===== src/rtl/triangle_longest_edge_select_defines.svh =====
// Assertion macros for the block's top-level RTL.
`ifndef TRIANGLE_LONGEST_EDGE_SELECT_DEFINES_SVH
`define TRIANGLE_LONGEST_EDGE_SELECT_DEFINES_SVH

// Same-cycle implication, disabled while reset is asserted.
`define TLES_ASSERT_NOW(name, clk, rstn, ante, cons, msg) \
    name: assert property (@(posedge clk) disable iff (!rstn) (ante) |-> (cons)) \
        else $error(msg);

// Next-cycle implication, disabled while reset is asserted.
`define TLES_ASSERT_NEXT(name, clk, rstn, ante, cons, msg) \
    name: assert property (@(posedge clk) disable iff (!rstn) (ante) |=> (cons)) \
        else $error(msg);

`endif


===== src/rtl/tles_pkg.sv =====
`timescale 1ns / 1ps

package tles_pkg;

    // Default coordinate width.
    localparam int COORD_BITS_DEF = 24;

    // Tolerance register width.
    localparam int TOL_W = 16;

    // Configuration port geometry.
    localparam int CFG_IDX_W  = 1;
    localparam int CFG_DATA_W = 16;

    // Register indexes.
    localparam logic [CFG_IDX_W-1:0] REG_HEIGHT_EN = 1'd0;
    localparam logic [CFG_IDX_W-1:0] REG_TOLERANCE = 1'd1;

    // Edge codes; an edge runs from vertex i to vertex (i + 1) mod 3.
    localparam logic [1:0] EDGE_01 = 2'd0;
    localparam logic [1:0] EDGE_12 = 2'd1;
    localparam logic [1:0] EDGE_20 = 2'd2;

    // Vertex codes.
    localparam logic [1:0] VTX_0 = 2'd0;
    localparam logic [1:0] VTX_1 = 2'd1;
    localparam logic [1:0] VTX_2 = 2'd2;

    // Axis positions within one vertex.
    localparam int AXIS_X = 0;
    localparam int AXIS_Y = 1;
    localparam int AXIS_Z = 2;

    // Tie-break outcomes: set when the first named vertex wins (y first, then x).
    typedef struct packed {
        logic w12;  // vertex 1 over vertex 2
        logic w02;  // vertex 0 over vertex 2
        logic w10;  // vertex 1 over vertex 0
    } tles_tie_t;

endpackage


===== src/rtl/tles_len.sv =====
`timescale 1ns / 1ps

// Length stage, after the square stage: squared edge lengths, with the height term when enabled.
module tles_len #(
    parameter int COORD_BITS = tles_pkg::COORD_BITS_DEF
) (
    input  logic                                    aclk,
    input  logic                                    en,
    input  logic                                    height_en,
    input  logic [2:0][2:0][2*COORD_BITS-1:0]       sq,
    input  logic [2:0][COORD_BITS-1:0]              mid_x,
    input  logic [2:0][COORD_BITS-1:0]              mid_y,
    input  logic [2:0]                              ebord,
    input  tles_pkg::tles_tie_t                     tie,
    output logic [2:0][2*COORD_BITS+1:0]            len_reg,
    output logic [2:0][COORD_BITS-1:0]              mid_x_reg,
    output logic [2:0][COORD_BITS-1:0]              mid_y_reg,
    output logic [2:0]                              ebord_reg,
    output tles_pkg::tles_tie_t                     tie_reg
);

    localparam int LEN_W = 2 * COORD_BITS + 2;

    logic [2:0][LEN_W-1:0] len_next;

    // Sum of the squared x and y differences for each edge, plus z when the height term is enabled.
    always_comb begin
        for (int e = 0; e < 3; e++) begin
            len_next[e] = LEN_W'(sq[e][tles_pkg::AXIS_X]) + LEN_W'(sq[e][tles_pkg::AXIS_Y])
                        + (height_en ? LEN_W'(sq[e][tles_pkg::AXIS_Z]) : '0);
        end
    end

    // Stage register.
    always_ff @(posedge aclk) begin
        if (en) begin
            len_reg   <= len_next;
            mid_x_reg <= mid_x;
            mid_y_reg <= mid_y;
            ebord_reg <= ebord;
            tie_reg   <= tie;
        end
    end

endmodule


===== config.mk =====
export PLATFORM = sky130hd
export DESIGN_NAME = tles_len
export DESIGN_NICKNAME = d
export VERILOG_FILES = /design/src/rtl/triangle_longest_edge_select_defines.svh /design/src/rtl/tles_pkg.sv /design/src/rtl/tles_len.sv
export SDC_FILE = /design/constraint.sdc
export NUM_CORES = 1
export LEC_CHECK = 0
export ABC_AREA = 1
export BUFFER_PORTS_ARGS = -buffer_cell sky130_fd_sc_hd__buf_4
export CAP_MARGIN = 20
export CORE_AREA = 4 4 341 343
export DETAILED_ROUTE_END_ITERATION = 8
export DIE_AREA = 0 0 345 347
export HOLD_SLACK_MARGIN = 0.05
export SYNTH_ARGS = -nofsm -noshare
export SYNTH_HDL_FRONTEND = slang
export SYNTH_SLANG_ARGS = --single-unit

===== constraint.sdc =====
create_clock -name aclk -period 5.07 [get_ports aclk]
set_input_delay 0.507 -clock aclk [delete_from_list [all_inputs] [get_ports aclk]]
set_output_delay 0.507 -clock aclk [all_outputs]
set_load 0.02 [all_outputs]

==> impl_metrics.json, run 1 <==
{
  "hold_depth": 1,
  "antenna_found_initial": 7,
  "endpoint_kind": "register",
  "grt_start_max_net_pins": 98,
  "pwr-share-comb_pct": 46.0,
  "path_clk_slew_ns": 0.06,
  "vias_per_cell": 4.218,
  "die_y_um": 347,
  "final.setup.tns_ns": 0,
  "wl_met1_mm": 49.57,
  "clock-sinks": 300,
  "finalHoldViolations": 0,
  "rows": 124,
  "dp.cells": 5869,
  "die_w_um": 345,
  "grt_pass1_wl_mm": 167.9,
  "grt_usage_pct": 18.82,
  "postRouteAntennaNets": 0,
  "wl_met2_mm": 57.28,
  "layout_min_cycle_time_ns": 3.435,
  "ys.flop_type": "edfxtp_1",
  "synthesis.area_um2": 26000,
  "place.port_buffers": 884,
  "floorplan.io_pins": 885,
  "cts_hold_buf": 108,
  "cts_max_path_buffers": 3,
  "vias": 25540,
  "hpwlAfterDp_mm": 101.8,
  "largest_reg_flops": 150,
  "utilization_pct": 32.66,
  "postSynthCellCount": 3481,
  "p_seq_share_pct": 28.4,
  "yosysSeqAreaShare_pct": 34.64,
  "rsz0062_at_grt": "false",
  "coreArea_um2": 113600,
  "finalSetupViolations": 0,
  "whs_endpoint": "mid_y_reg[5]",
  "drt-pass1-iter-count": 6,
  "nFillCells": 12160,
  "setup.worst_path.start_class": "input port",
  "p_leak_nw": 19.79,
  "relSlewSlack_pct": 43.12,
  "p_sw_share_pct": 41.19,
  "crit_fanout": 51,
  "drive_above_1_share_pct": 25.19,
  "ctsResizeCount": 0,
  "hp-start": "mid_y[5]",
  "drc": 0,
  "first_global_vias": 25750,
  "slew_violations": 0,
  "cp_data_arrival_time_ns": 3.77,
  "wl_per_cell_um": 19.36,
  "htreeDepth": 2,
  "final_cells": 6055,
  "cts_tree": "done",
  "area_delta_synth_final_pct": 42.61,
  "p_int_mw": 7.223,
  "num-nets-final": 5382,
  "critPathKind": "input port to register",
  "ir_worst_vdd_mv": 0.1771,
  "top_layer_used": "met5",
  "synth_nets": 4354,
  "ys_warn_count": 0,
  "wirelength_mm": 117.2,
  "p_switching_mw": 5.060,
  "ys_types": 30,
  "period_share_pct": 67.75,
  "hp-class": "input port to register",
  "numCtsBuffers": 42,
  "cp.required_ns": 5.40,
  "clock-root-buffer": "clkbuf_16",
  "status": "completed",
  "worstMarginPinSlew_ns": 0.8532,
  "fin_total_pwr_mw": 12.28,
  "die-area_um2": 119700,
  "wl_met3_mm": 7.415,
  "fmaxAchievable_ghz": 0.2911,
  "p_clk_share_pct": 25.6,
  "avgSynthCellArea_um2": 7.471,
  "overflow": 0,
  "async_reset_ff_share_pct": 0,
  "gp_congestion": 0.9758,
  "ys_ff_latch": 300,
  "p_per_area_nw_per_um2": 331.2,
  "maxCapViolations": 0,
  "synth_edf_count": 300,
  "start_util_pct": 22.90,
  "first_iter_violations": 1801,
  "postCtsSetupRepairBufs": 0
}
==> critical path: stages <==
cell,delay [ns]
buf_6,0.33
buf_4,0.36
nand2_1,0.10
inv_1,0.10
fa_1,0.42
ha_1,0.45
nand2_1,0.14
nor2_1,0.26
nand2_1,0.21
nor3_2,0.29
nand3_1,0.26
nand4_1,0.17
nand2_1,0.06
==> through the flow <==
stage                     hold slack [ns]  setup slack, ns  instance area [um^2]
after global placement             0.6850            1.154                 34590
final                              0.1130            1.635                 37090
after CTS                         0.05006            1.780                 37070
after detailed placement           0.6863            1.142                 34590
after floorplan                    0.6059            1.654                 26000
after global routing              0.06038            1.424                 37080
==> how the worst max path moves through the flow <==
stage / slack, ns / from / cells past startpoint / to
6_report: 1.63 / height_en / 13 / len_reg[143]
5_1_grt: 1.42 / height_en / 13 / len_reg[143]
4_1_cts: 1.78 / height_en / 13 / len_reg[143]
3_5_place_dp: 1.14 / height_en / 13 / len_reg[143]
3_3_place_gp: 1.15 / height_en / 13 / len_reg[143]
2_1_floorplan: 1.65 / height_en / 18 / len_reg[147]
==> metal layers <==
layer / GRT usage (%) / up-vias
li1: - / 12570
met5: 0 / -
met4: 4.452 / 2
met3: 3.651 / 138
met2: 33.10 / 898
met1: 23.80 / 11930
==> cell type report <==
class / count / area, um^2 / area share (%)
tap: 1512 / 1892 / 5.101
clock inverter: 26 / 336.6 / 0.9075
clock buffer: 47 / 1070 / 2.885
antenna: 5 / 12.51 / 0.03374
timing repair buffer: 1000 / 7839 / 21.14
sequential: 300 / 9009 / 24.29
multi-input combinational: 2359 / 13900 / 37.49
inverter: 806 / 3025 / 8.158
==> cell usage after synthesis, types with 4 or more instances <==
master	n	share of area, %
clkbuf_1	10	0.14
inv_1	789	11
nand3_2	22	0.85
nor3_1	15	0.29
nor2_4	6	0.26
nand2_1	1339	19
buf_2	6	0.12
nor3_2	6	0.23
ha_1	141	6.8
o21bai_1	17	0.49
and2_1	7	0.17
nand2_2	56	1.3
nor4_1	8	0.19
fa_1	147	11
a21oi_1	86	1.7
nand4_1	27	0.65
xor2_1	73	2.5
inv_2	17	0.25
nand3_1	109	2.1
nor2_1	207	3.0
nor2_2	73	1.8
nand3b_1	4	0.12
edfxtp_1	300	35
==> placed cells by master, fill, tap and decap left out, types with 3 or more instances in the layout <==
master	instances
nand2_1	1339
buf_4	886
inv_1	789
edfxtp_1	300
nor2_1	207
fa_1	147
ha_1	141
nand3_1	109
dlygate4sd3_1	108
a21oi_1	86
nor2_2	73
xor2_1	73
nand2_2	56
clkbuf_16	42
nand4_1	27
nand3_2	22
o21bai_1	17
inv_2	17
nor3_1	15
nor4_1	8
and2_1	7
bufinv_16	7
nor2_4	6
nor3_2	6
clkinv_2	6
diode_2	5
clkbuf_1	5
nand3b_1	4
clkinvlp_4	4
clkinv_1	4
buf_12	4
a211oi_1	3
a21o_1	3
and2_4	3
inv_6	3
==> power by group through the flow <==
| stage | Sequential, mW | Clock [mW] | Combinational (mW) |
|---|---|---|---|
| floorplan | 4.03 | 0 | 2.55 |
| global placement | 3.54 | 0 | 5.60 |
| detailed placement | 3.54 | 0 | 5.61 |
| CTS | 3.50 | 3.26 | 5.71 |
| global route | 3.53 | 3.36 | 6.18 |
| finish | 3.49 | 3.14 | 5.65 |
==> cell families after synthesis <==
family,synth area share (%)
XOR/XNOR,2.526
AND/OR/NAND/NOR,30.45
AO/OA/AOI/OAI,2.386
buffers and inverters,11.89
flip-flops,34.64
adder cells (fa/ha/maj),18.10
No activity file was read; power rests on OpenSTA's default activity.
==> inputs of run 2 (changes only) <==
clock period = 3.3 ns   (was 5.07 ns; I/O delays follow)
==> run 2 against run 1 <==
Non-clock buffer count up 183. Combinational power grew 61%. Utilization is 1.2 points higher. Critical endpoint is now len_reg[99]. Largest power group unchanged. Highest routed layer is now met4.
==> impl_metrics.json, run 2 (synthesis results as in run 1) <==
{
  "worstMarginPinSlew_ns": 0.8514,
  "cp.required_ns": 3.63,
  "final_common_cell": "nand2_1",
  "rsz0062_at_grt": "false",
  "relSlewSlack_pct": 43.24,
  "critPathKind": "input port to register",
  "drc": 0,
  "largest_reg_flops": 150,
  "period_share_pct": 84.64,
  "clock-sinks": 300,
  "die_w_um": 345,
  "coreArea_um2": 113600,
  "status": "completed",
  "layout_common_cells": "1339 x nand2_1, 1025 x buf_4, 789 x inv_1",
  "die-area_um2": 119700,
  "grt_pass1_wl_mm": 173.2,
  "rows": 124,
  "p_per_area_nw_per_um2": 494.2,
  "fin_hold_ws_ns": 0.2563,
  "finalSetupViolations": 0,
  "wl_per_cell_um": 19.47,
  "endpoint_kind": "register",
  "htreeDepth": 2,
  "finalHoldViolations": 0,
  "wirelength_mm": 121.4,
  "nFillCells": 12080,
  "crit_fanout": 9,
  "maxCapViolations": 0,
  "num-nets-final": 5563,
  "floorplan.io_pins": 885,
  "layout_min_cycle_time_ns": 2.793,
  "postRouteAntennaNets": 0,
  "grt_start_max_net_pins": 81,
  "area_delta_synth_final_pct": 47.96,
  "drive_above_1_share_pct": 27.08,
  "vias_per_cell": 4.186,
  "first_iter_violations": 1691,
  "cp_data_arrival_time_ns": 3.12,
  "crit_end": "len_reg[99]",
  "fin_total_pwr_mw": 19.02,
  "antenna_found_initial": 12,
  "cts_tree": "done",
  "path_clk_slew_ns": 0.06,
  "gp_congestion": 0.9464,
  "start_util_pct": 22.90,
  "ctsResizeCount": 0,
  "first_global_vias": 26480,
  "setup.worst_path.start_class": "input port",
  "drt-pass1-iter-count": 5,
  "fmaxAchievable_ghz": 0.3580,
  "place.port_buffers": 884,
  "cts_max_path_buffers": 3,
  "slew_violations": 0,
  "clock-root-buffer": "clkbuf_16",
  "hpwlAfterDp_mm": 105.2,
  "overflow": 0,
  "numCtsBuffers": 40,
  "cp-startpoint": "height_en",
  "vias": 26090,
  "ir_worst_vdd_mv": 0.3846,
  "p_leak_nw": 20.60,
  "hp-class": "input port to register",
  "die_y_um": 347,
  "grt_usage_pct": 19.53
}
-- run 2: metal layers --
metal / track usage [%] / up-vias / share of wire (%)
li1: - / 12940 / -
met4: 4.623 / 0 / 2.5
met1: 24.51 / 12090 / 42
met2: 34.36 / 919 / 49
met5: 0 / - / 0
met3: 4.042 / 132 / 6.7
-- run 2: what timing repair did --
item | in CTS | in global routing
hold buffers | 150 | 0
hold endpoints to repair | 150 | 0
setup buffers | 0 | 0
-- run 2: worst max-delay path, cell delays in order --
cell and delay [ns]:
buf_6 0.13, buf_12 0.15, buf_4 0.15, nand2_1 0.06, inv_1 0.05, fa_1 0.45, ha_1 0.28, fa_1 0.51
nand2_1 0.13, nand2_1 0.09, nand3_1 0.11, nand2_2 0.10, nand3_1 0.08, nand2_1 0.08, nand2_1 0.14, nand2_1 0.11
nand2_1 0.07, nand2_1 0.09
-- run 2: final cells by class --
| type | instances | area, um^2 | share of cell area (%) |
|---|---|---|---|
| flip-flops and latches | 300 | 9009 | 23.41 |
| clock buffers | 46 | 1066 | 2.771 |
| clock inverters | 25 | 236.5 | 0.6146 |
| inverters | 806 | 3025 | 7.863 |
| multi-input cells | 2359 | 13900 | 36.13 |
| diodes | 1 | 2.502 | 0.006504 |
| repair buffers | 1183 | 9343 | 24.28 |
| well taps | 1512 | 1892 | 4.917 |
-- run 2: where the power goes --
part / internal, mW / leakage (nW) / switching [mW]
Sequential: 5.11 / 2.93 / 0.291
Combinational: 3.47 / 17.0 / 5.63
Clock: 2.62 / 0.632 / 1.90
-- run 2: through the flow --
step                utilization, %  cell area [um^2]  TNS (ns)  instances  setup slack (ns)
floorplan                        -             26000         0       3481           0.06098
finish                       33.88             38480         0       6232            0.5069
global route                 33.88             38480         0       6232            0.3682
CTS                          33.88             38470         0       6231            0.5724
global placement             31.41             35670   -0.3830       6010          -0.09106
detailed placement           31.41             35670   -0.4559       6010          -0.08926
-- run 2: worst min path at each step --
stage | startpoint | slack (ns) | depth (start not counted) | end
2_1_floorplan | ebord[0] | 0.43 | 0 | ebord_reg[0]
3_3_place_gp | mid_y[39] | 0.51 | 1 | mid_y_reg[39]
3_5_place_dp | mid_y[56] | 0.51 | 1 | mid_y_reg[56]
4_1_cts | sq[193] | 0.20 | 3 | len_reg[51]
5_1_grt | sq[193] | 0.23 | 3 | len_reg[51]
6_report | sq[48] | 0.26 | 4 | len_reg[0]
